`src/rtl/amgs_pkg.sv`:
```
// Package for the adjacency matrix graph store.
// Holds payload structs, operation codes, result kinds and the control/status
// structs shared by the controller, the datapath and the top level.
package amgs_pkg;

    // Graph size and derived widths
    localparam int MAX_VERTICES = 64;
    localparam int VERT_W       = $clog2(MAX_VERTICES);
    localparam int CNT_W        = $clog2(MAX_VERTICES + 1);
    localparam int GRP_W        = 8;
    localparam int GROUPS       = MAX_VERTICES / GRP_W;
    localparam int GRP_IDX_W    = $clog2(GROUPS);
    localparam int GRP_BIT_W    = $clog2(GRP_W);
    localparam int GRP_CNT_W    = $clog2(GRP_W + 1);

    // Configuration port
    localparam int PADDR_W          = 3;
    localparam int PDATA_W          = 32;
    localparam int VCOUNT_W         = 7;
    localparam logic REG_IDX_VCOUNT = 1'b0;
    localparam logic [VCOUNT_W-1:0] VCOUNT_RESET = 7'd64;

    typedef logic [MAX_VERTICES-1:0] row_t;

    // Operation codes
    typedef enum logic [2:0] {
        FUNC_ADD    = 3'd0,
        FUNC_REMOVE = 3'd1,
        FUNC_IS     = 3'd2,
        FUNC_DEGREE = 3'd3,
        FUNC_NEIGH  = 3'd4
    } func_t;

    // Input transaction
    typedef struct packed {
        logic [2:0] func;
        logic [5:0] vertex_a;
        logic [5:0] vertex_b;
    } in_item_t;

    // Result transaction
    typedef struct packed {
        logic       status;
        logic       edge_present;
        logic [6:0] degree;
        logic [5:0] neighbour;
        logic       neighbour_valid;
        logic       last;
    } out_item_t;

    // Which result the datapath assembles
    typedef enum logic [2:0] {
        RES_PLAIN,
        RES_RANGE,
        RES_EDGE,
        RES_DEGREE,
        RES_NEIGH
    } res_kind_t;

    // Controller states
    typedef enum logic [3:0] {
        ST_IDLE,
        ST_DECODE,
        ST_WR_A,
        ST_RD_B,
        ST_WR_B,
        ST_CNT1,
        ST_CNT2,
        ST_EMIT,
        ST_NEIGH
    } state_t;

    // Controller to datapath
    typedef struct packed {
        logic      load_item;
        logic      rd_en;
        logic      wr_en;
        logic      sel_b;
        logic      load_work;
        logic      load_deg;
        logic      out_load;
        logic      nb_step;
        res_kind_t kind;
    } cmd_t;

    // Datapath to controller
    typedef struct packed {
        logic  func_bad;
        logic  range_err;
        func_t func;
        logic  work_zero;
        logic  nb_single;
        logic  out_free;
    } status_t;

endpackage

```
`src/rtl/amgs_ctrl.sv`:
```
// Controller state machine of the adjacency matrix graph store.
// Sequences row reads/writes, degree count and neighbour listing; uses amgs_pkg.
module amgs_ctrl (
    input  logic              aclk,
    input  logic              aresetn,
    input  logic              s_valid,
    output logic              s_ready,
    input  amgs_pkg::status_t st,
    output amgs_pkg::cmd_t    cmd
);
    import amgs_pkg::*;

    state_t    state_reg, state_next;
    res_kind_t kind_reg, kind_next;

    // State and pending result kind
    always_ff @(posedge aclk) begin
        if (!aresetn) begin
            state_reg <= ST_IDLE;
            kind_reg  <= RES_PLAIN;
        end else begin
            state_reg <= state_next;
            kind_reg  <= kind_next;
        end
    end

    // Next state and commands
    always_comb begin
        state_next    = state_reg;
        kind_next     = kind_reg;
        s_ready       = 1'b0;
        cmd           = '0;
        cmd.kind      = kind_reg;
        unique case (state_reg)
            ST_IDLE: begin
                s_ready = 1'b1;
                if (s_valid) begin
                    cmd.load_item = 1'b1;
                    state_next    = ST_DECODE;
                end
            end
            ST_DECODE: begin
                if (st.func_bad) begin
                    kind_next  = RES_PLAIN;
                    state_next = ST_EMIT;
                end else if (st.range_err) begin
                    kind_next  = RES_RANGE;
                    state_next = ST_EMIT;
                end else begin
                    // fetch row a for every valid operation
                    cmd.rd_en = 1'b1;
                    unique case (st.func)
                        FUNC_ADD, FUNC_REMOVE: state_next = ST_WR_A;
                        FUNC_IS: begin
                            kind_next  = RES_EDGE;
                            state_next = ST_EMIT;
                        end
                        default: state_next = ST_CNT1;
                    endcase
                end
            end
            ST_WR_A: begin
                cmd.wr_en  = 1'b1;
                state_next = ST_RD_B;
            end
            ST_RD_B: begin
                cmd.rd_en  = 1'b1;
                cmd.sel_b  = 1'b1;
                state_next = ST_WR_B;
            end
            ST_WR_B: begin
                cmd.wr_en  = 1'b1;
                cmd.sel_b  = 1'b1;
                kind_next  = RES_PLAIN;
                state_next = ST_EMIT;
            end
            ST_CNT1: begin
                cmd.load_work = 1'b1;
                state_next    = ST_CNT2;
            end
            ST_CNT2: begin
                cmd.load_deg = 1'b1;
                if (st.func == FUNC_DEGREE) begin
                    kind_next  = RES_DEGREE;
                    state_next = ST_EMIT;
                end else if (st.work_zero) begin
                    kind_next  = RES_PLAIN;
                    state_next = ST_EMIT;
                end else begin
                    state_next = ST_NEIGH;
                end
            end
            ST_EMIT: begin
                if (st.out_free) begin
                    cmd.out_load = 1'b1;
                    state_next   = ST_IDLE;
                end
            end
            ST_NEIGH: begin
                cmd.kind = RES_NEIGH;
                if (st.out_free) begin
                    cmd.out_load = 1'b1;
                    cmd.nb_step  = 1'b1;
                    if (st.nb_single) begin
                        state_next = ST_IDLE;
                    end
                end
            end
            default: state_next = ST_IDLE;
        endcase
    end

endmodule

```
`src/rtl/amgs_datapath.sv`:
```
// Datapath of the adjacency matrix graph store: item register, row memory with
// per-row valid bits, degree tree, neighbour scan and result register. Uses amgs_pkg.
module amgs_datapath (
    input  logic                            aclk,
    input  logic                            aresetn,
    input  amgs_pkg::in_item_t              s_data,
    input  logic [amgs_pkg::VCOUNT_W-1:0]   active_count,
    input  amgs_pkg::cmd_t                  cmd,
    output amgs_pkg::status_t               st,
    output logic                            m_valid,
    input  logic                            m_ready,
    output amgs_pkg::out_item_t             m_data
);
    import amgs_pkg::*;

    // Popcount of one column group
    function automatic logic [GRP_CNT_W-1:0] grp_count(input logic [GRP_W-1:0] v);
        logic [GRP_CNT_W-1:0] c;
        c = '0;
        for (int i = 0; i < GRP_W; i++) begin
            c = c + GRP_CNT_W'(v[i]);
        end
        return c;
    endfunction

    // Lowest set bit: first nonzero group, then first bit inside it
    function automatic logic [VERT_W-1:0] lowest_set(input row_t v);
        logic [GRP_IDX_W-1:0] g;
        logic [GRP_BIT_W-1:0] b;
        logic [GRP_W-1:0]     grp;
        g = '0;
        b = '0;
        for (int i = GROUPS - 1; i >= 0; i--) begin
            if (v[i*GRP_W +: GRP_W] != '0) g = GRP_IDX_W'(i);
        end
        grp = v[g*GRP_W +: GRP_W];
        for (int i = GRP_W - 1; i >= 0; i--) begin
            if (grp[i]) b = GRP_BIT_W'(i);
        end
        return {g, b};
    endfunction

    in_item_t               item_reg;
    row_t                   mem [MAX_VERTICES];
    logic [MAX_VERTICES-1:0] row_valid_reg;
    row_t                   rd_data_reg;
    logic                   rd_vld_reg;
    row_t                   row_rd;
    row_t                   col_mask;
    row_t                   masked_row;
    row_t                   bit_sel;
    row_t                   wr_row;
    logic [VERT_W-1:0]      mem_addr;
    logic [VERT_W-1:0]      bit_idx;
    logic                   is_add;
    row_t                   work_reg;
    logic [GRP_CNT_W-1:0]   grp_reg [GROUPS];
    logic [CNT_W-1:0]       deg_reg;
    logic [CNT_W-1:0]       deg_sum;
    out_item_t              out_reg;
    out_item_t              out_next;
    logic                   out_valid_reg;
    func_t                  func_code;

    // Input item register
    always_ff @(posedge aclk) begin
        if (cmd.load_item) item_reg <= s_data;
    end

    assign func_code = func_t'(item_reg.func);
    assign is_add    = (func_code == FUNC_ADD);

    // Address and bit selection: row a with column b, or row b with column a
    assign mem_addr = cmd.sel_b ? item_reg.vertex_b : item_reg.vertex_a;
    assign bit_idx  = cmd.sel_b ? item_reg.vertex_a : item_reg.vertex_b;
    assign bit_sel  = row_t'(1) << bit_idx;
    assign wr_row   = is_add ? (row_rd | bit_sel) : (row_rd & ~bit_sel);

    // Row memory, registered read
    always_ff @(posedge aclk) begin
        if (cmd.wr_en) mem[mem_addr] <= wr_row;
    end

    always_ff @(posedge aclk) begin
        if (cmd.rd_en) begin
            rd_data_reg <= mem[mem_addr];
            rd_vld_reg  <= row_valid_reg[mem_addr];
        end
    end

    // Row valid bits: a row never written reads as empty
    always_ff @(posedge aclk) begin
        if (!aresetn) begin
            row_valid_reg <= '0;
        end else if (cmd.wr_en) begin
            row_valid_reg[mem_addr] <= 1'b1;
        end
    end

    assign row_rd = rd_vld_reg ? rd_data_reg : '0;

    // Columns in use
    always_comb begin
        for (int c = 0; c < MAX_VERTICES; c++) begin
            col_mask[c] = (VCOUNT_W'(c) < active_count);
        end
    end
    assign masked_row = row_rd & col_mask;

    // Degree tree stage one: group counts; working row for the scan
    always_ff @(posedge aclk) begin
        if (cmd.load_work) begin
            work_reg <= masked_row;
            for (int g = 0; g < GROUPS; g++) begin
                grp_reg[g] <= grp_count(masked_row[g*GRP_W +: GRP_W]);
            end
        end else if (cmd.nb_step) begin
            work_reg <= work_reg & (work_reg - row_t'(1));
        end
    end

    // Degree tree stage two
    always_comb begin
        deg_sum = '0;
        for (int g = 0; g < GROUPS; g++) begin
            deg_sum = deg_sum + CNT_W'(grp_reg[g]);
        end
    end

    always_ff @(posedge aclk) begin
        if (cmd.load_deg) deg_reg <= deg_sum;
    end

    // Result assembly
    always_comb begin
        out_next      = '0;
        out_next.last = 1'b1;
        case (cmd.kind)
            RES_RANGE:  out_next.status       = 1'b1;
            RES_EDGE:   out_next.edge_present = row_rd[item_reg.vertex_b];
            RES_DEGREE: out_next.degree       = deg_reg;
            RES_NEIGH: begin
                out_next.degree          = deg_reg;
                out_next.neighbour       = lowest_set(work_reg);
                out_next.neighbour_valid = 1'b1;
                out_next.last            = st.nb_single;
            end
            default: ;
        endcase
    end

    // Output register
    always_ff @(posedge aclk) begin
        if (cmd.out_load) out_reg <= out_next;
    end

    always_ff @(posedge aclk) begin
        if (!aresetn) begin
            out_valid_reg <= 1'b0;
        end else if (cmd.out_load) begin
            out_valid_reg <= 1'b1;
        end else if (m_ready) begin
            out_valid_reg <= 1'b0;
        end
    end

    assign m_valid = out_valid_reg;
    assign m_data  = out_reg;

    // Status to the controller
    assign st.func_bad  = (item_reg.func > 3'(FUNC_NEIGH));
    assign st.range_err = ({1'b0, item_reg.vertex_a} >= active_count) ||
                          ((func_code == FUNC_ADD || func_code == FUNC_REMOVE ||
                            func_code == FUNC_IS) &&
                           ({1'b0, item_reg.vertex_b} >= active_count));
    assign st.func      = func_code;
    assign st.work_zero = (work_reg == '0);
    assign st.nb_single = ((work_reg & (work_reg - row_t'(1))) == '0);
    assign st.out_free  = !out_valid_reg || m_ready;

endmodule

```
`src/rtl/adjacency_matrix_graph_store_top.sv`:
```
// Adjacency matrix graph store, top level: configuration register port and
// instances of amgs_ctrl and amgs_datapath. Uses amgs_pkg.
//
// Stores an undirected graph of up to 64 vertices as a symmetric 64 x 64 bit
// matrix, empty after reset (per-row valid bits, no clearing pass). One input
// transaction is taken at a time; the result register lets the next one be
// accepted while the last result still waits. Add/remove edge does a
// read-modify-write of two rows through the single-port row memory, is-edge
// reads one row, degree reads a row into a two-stage popcount tree, and
// neighbours yields its results from a lowest-set-bit scan, one result per
// cycle while the result channel takes them; out-of-range or unused codes
// answer without a row read. A stalled result stalls the controller.
// vertex_count lies at byte address 0; values above 64 act as 64.
module adjacency_matrix_graph_store_top (
    input  logic                           aclk,
    input  logic                           aresetn,
    // input channel
    input  logic                           s_valid,
    output logic                           s_ready,
    input  amgs_pkg::in_item_t             s_data,
    // result channel
    output logic                           m_valid,
    input  logic                           m_ready,
    output amgs_pkg::out_item_t            m_data,
    // configuration port
    input  logic                           psel,
    input  logic                           penable,
    input  logic                           pwrite,
    input  logic [amgs_pkg::PADDR_W-1:0]   paddr,
    input  logic [amgs_pkg::PDATA_W-1:0]   pwdata,
    output logic [amgs_pkg::PDATA_W-1:0]   prdata,
    output logic                           pready
);
    import amgs_pkg::*;

    logic [VCOUNT_W-1:0] vertex_count_reg;
    logic [VCOUNT_W-1:0] active_count;
    logic                reg_hit;
    status_t             st;
    cmd_t                cmd;

    // Register decode: paddr[2] selects the register index
    assign pready  = 1'b1;
    assign reg_hit = (paddr[2] == REG_IDX_VCOUNT);

    always_ff @(posedge aclk) begin
        if (!aresetn) begin
            vertex_count_reg <= VCOUNT_RESET;
        end else if (psel && penable && pwrite && pready && reg_hit) begin
            vertex_count_reg <= pwdata[VCOUNT_W-1:0];
        end
    end

    assign prdata = reg_hit ? PDATA_W'(vertex_count_reg) : '0;

    // Saturate to the matrix size
    assign active_count = (vertex_count_reg > VCOUNT_W'(MAX_VERTICES)) ?
                          VCOUNT_W'(MAX_VERTICES) : vertex_count_reg;

    amgs_ctrl u_ctrl (
        .aclk    (aclk),
        .aresetn (aresetn),
        .s_valid (s_valid),
        .s_ready (s_ready),
        .st      (st),
        .cmd     (cmd)
    );

    amgs_datapath u_datapath (
        .aclk         (aclk),
        .aresetn      (aresetn),
        .s_data       (s_data),
        .active_count (active_count),
        .cmd          (cmd),
        .st           (st),
        .m_valid      (m_valid),
        .m_ready      (m_ready),
        .m_data       (m_data)
    );

endmodule
```
`config.mk`:
```
export PLATFORM = sky130hd
export DESIGN_NAME = adjacency_matrix_graph_store_top
export DESIGN_NICKNAME = d
export VERILOG_FILES = /design/src/rtl/amgs_pkg.sv /design/src/rtl/amgs_ctrl.sv /design/src/rtl/amgs_datapath.sv /design/src/rtl/adjacency_matrix_graph_store_top.sv
export SDC_FILE = /design/constraint.sdc
export NUM_CORES = 2
export LEC_CHECK = 0
export ABC_AREA = 1
export BUFFER_PORTS_ARGS = -buffer_cell sky130_fd_sc_hd__buf_4
export CAP_MARGIN = 5
export CORE_ASPECT_RATIO = 2
export CORE_MARGIN = 4
export CORE_UTILIZATION = 40
export DETAILED_ROUTE_END_ITERATION = 12
export GPL_ROUTABILITY_DRIVEN = 0
export MAX_ROUTING_LAYER = met4
export PLACE_DENSITY = 0.55
export SLEW_MARGIN = 10
export SYNTH_ARGS = -nofsm -noshare
export SYNTH_HDL_FRONTEND = slang
export SYNTH_MEMORY_MAX_BITS = 65536
export SYNTH_SLANG_ARGS = --single-unit
```
`constraint.sdc`:
```
create_clock -name aclk -period 12.3 [get_ports aclk]
set_clock_uncertainty 0.2 [all_clocks]
set_input_delay 2.46 -clock aclk [delete_from_list [all_inputs] [get_ports aclk]]
set_output_delay 2.46 -clock aclk [all_outputs]
set_load 0.01 [all_outputs]
```
==> flow_summary.toml <==
[outcome]
outcome = "finished clean"

[final_layout]
largest_reg_flops = 4096
final_nets = 11400
area_growth_pct = 12.4
drive_above_1_share_pct = 9.70
nFillCells = 36300
regMostFlops = "u_datapath.mem"
multi_input_area_um2 = 33000
seqCellArea_um2 = 131000

[placed_design]
portBuffers = 55
dp_hpwl_um = 332000
dp_slack_ns = 5.82

[synthesis]
synth-seq-area-share_pct = 78.3
ys.flop_type = "edfxtp_1"
synthTopCellsByCount = "edfxtp_1 (4296), nand2_1 (1953), a22oi_1 (1277), inv_1 (472), nand4_1 (472)"
synthCells = 11100
synth-async-reset-ratio_pct = 0
post-synth-top-area-fraction_pct = 77.3
yosysMostFrequentCell = "edfxtp_1"
ys_seq_elements = 4374
yosys.area.top_type = "edfxtp_1"
syn_avg_cell_area_um2 = 15.1
ys_top_cells_by_area = "edfxtp_1 (77%), a22oi_1 (5.7%), nand2_1 (4.4%)"
ys_types = 57
synth_edf_count = 4296
syn_area_um2 = 167000
yosysWarnings = 0

[timing]
fmax_mhz = 150
max_slew_margin_pct = 12.4
whs_ns = 0.274
drv_slew = 0
worstMarginPinSlew_ns = 1.31
setup_ws_ns = 5.62
fin_crit_sh_pct = 54.3
setup_tns_ns = 0
post-route-min-period_ns = 6.68
setup_viol = 0
hold_violations = 0
rsz0062_at_grt = "no"

[floorplanning]
rows = 335
die-area_um2 = 428000
die_y_um = 921
core-area_um2 = 416000
start_util_pct = 40.1
dieWidth_um = 465
pin_count = 109

[power_and_ir_drop]
power_density_nw_per_um2 = 239
ir_drop_mv = 0.189
total_power_mw = 44.8
power_leakage_nw = 60.9

[worst_setup_path]
crit_required_ns = 12.62
crit_arrival_ns = 6.99
worst-path-stages = 12
critPathLaunchType = "register"
critical_path_class = "reg -> reg"
cp_num_buf_inv = 6
cp-end-kind = "register"
crit_path_max_incr_delay_ns = 0.84
r2r_cells = 12
crit_fanout = 45
crit_chain = "nand2_1 -> inv_2 -> nand2_1 -> nand2_1 -> o21ai_2 -> inv_1 -> nor3_2 -> buf_4 -> clkinv_1 -> nor2_4 -> buf_4 -> buf_4"
cp_top_family = "buffers and inverters"
critical-path-slowest-cell = "clkinv_1"

[grt]
grt_max_degree = 110
grt_pass1_vias = 103000
grt.overflow.total = 0
grt_antenna_before_repair = 13
track_usage_pct = 28.3
grt_pass1_wl_um = 825000

[clock_tree]
clk_path_buf_depth = 4
postCtsHoldBufs = 0
cts_resized = 0
htreeDepth = 5
tritoncts = "done"
cts_buffers = 361
cts-root-buf = "clkbuf_16"
cts.sinks = 4374
clkLatencyLatePin_ns = 0.95
cts_setup_buffers = 0
cts.reportedPaths.clkPinSlew_ns = 0.07

[route]
routed_wl_um = 608000
via_count = 106000
ant_nets = 0
wire_per_inst_um = 35.5
vias_per_cell = 6.17
drt_first_pass_iters = 7
drc = 0
drt_iter0_markers = 14800

[worst_hold_path]
whs_path_depth = 2
hold_class = "reg -> reg"

[run]
max_cap_violations = 0
==> layout by cell type, fill, tap and decap left out, types with 63 or more instances in the layout <==
cell type	netlist	routed
dfxtp_1	78	78
nand3_1	307	307
nand4_1	472	472
clkbuf_16	0	369
inv_1	472	468
a22oi_1	1277	1277
nand2_1	1953	1951
nor2_1	423	361
clkinv_1	5	71
edfxtp_1	4296	4296
a221oi_1	251	251
clkbuf_1	256	66
nor2_4	3	63
o21ai_0	368	303
buf_4	35	385
a21oi_1	95	94
o21ai_4	0	65
==> worst paths after layout <==
kind / from / to / slack [ns]
worst max-delay path: u_ctrl.state_reg[1] / u_datapath.mem[61][12] / 5.62
worst max register to register: u_ctrl.state_reg[1] / u_datapath.mem[61][12] / 5.62
worst min register to register: u_datapath.row_valid_reg[13] / u_datapath.row_valid_reg[13] / 0.27
worst min-delay path: u_datapath.row_valid_reg[13] / u_datapath.row_valid_reg[13] / 0.27
==> per-layer routing <==
layer / GRT usage (%) / share of wire, % / vias to the layer above
li1: - / - / 42800
met1: 31.2 / 33 / 54700
met2: 48.3 / 50 / 6498
met3: 4.05 / 8.6 / 1696
met4: 17.8 / 7.8 / 0
met5: - / 0 / -
==> logic make-up after synthesis <==
group	count (synthesis)	synth area share [%]
AO/OA/AOI/OAI	2132	9.10
AND/OR/NAND/NOR	3338	8.74
multiplexers	6	0.0360
other	2	0.00450
flip-flops	4374	78.3
adder cells (fa/ha/maj)	102	0.994
XOR/XNOR	14	0.0735
buffers and inverters	1101	2.80
==> stage by stage <==
step | area (um2) | cells | utilization [%]
2_1_floorplan | 167000 | 11100 | -
3_3_place_gp | 176000 | 16400 | 42.2
3_5_place_dp | 176000 | 16400 | 42.2
4_1_cts | 187000 | 17100 | 45.1
5_1_grt | 188000 | 17100 | 45.1
6_report | 188000 | 17100 | 45.1
==> final cells by class <==
type | instances | share of cell area, %
Sequential cell | 4374 | 69.6
Inverter | 497 | 1.02
Timing Repair Buffer | 404 | 1.75
Clock buffer | 436 | 5.06
Antenna cell | 16 | 0.0213
Clock inverter | 212 | 1.23
Multi-Input combinational cell | 5618 | 17.6
Tap cell | 5560 | 3.71
==> worst register-to-register path: stages, from the launching register on <==
cell      delay, ns
dfxtp_1        0.36
nand2_1        0.10
inv_2          0.05
nand2_1        0.11
nand2_1        0.61
o21ai_2        0.73
inv_1          0.27
nor3_2         0.22
buf_4          0.46
clkinv_1       0.86
nor2_4         0.66
buf_4          0.49
buf_4          0.85
==> power breakdown <==
group	total (mW)	internal [mW]	switching [mW]
clock network	11.9	6.49	5.38
registers	18.8	18.6	0.251
logic	14.1	3.47	10.6
total	44.8	28.5	16.2
(Power assumes the default switching activity.)
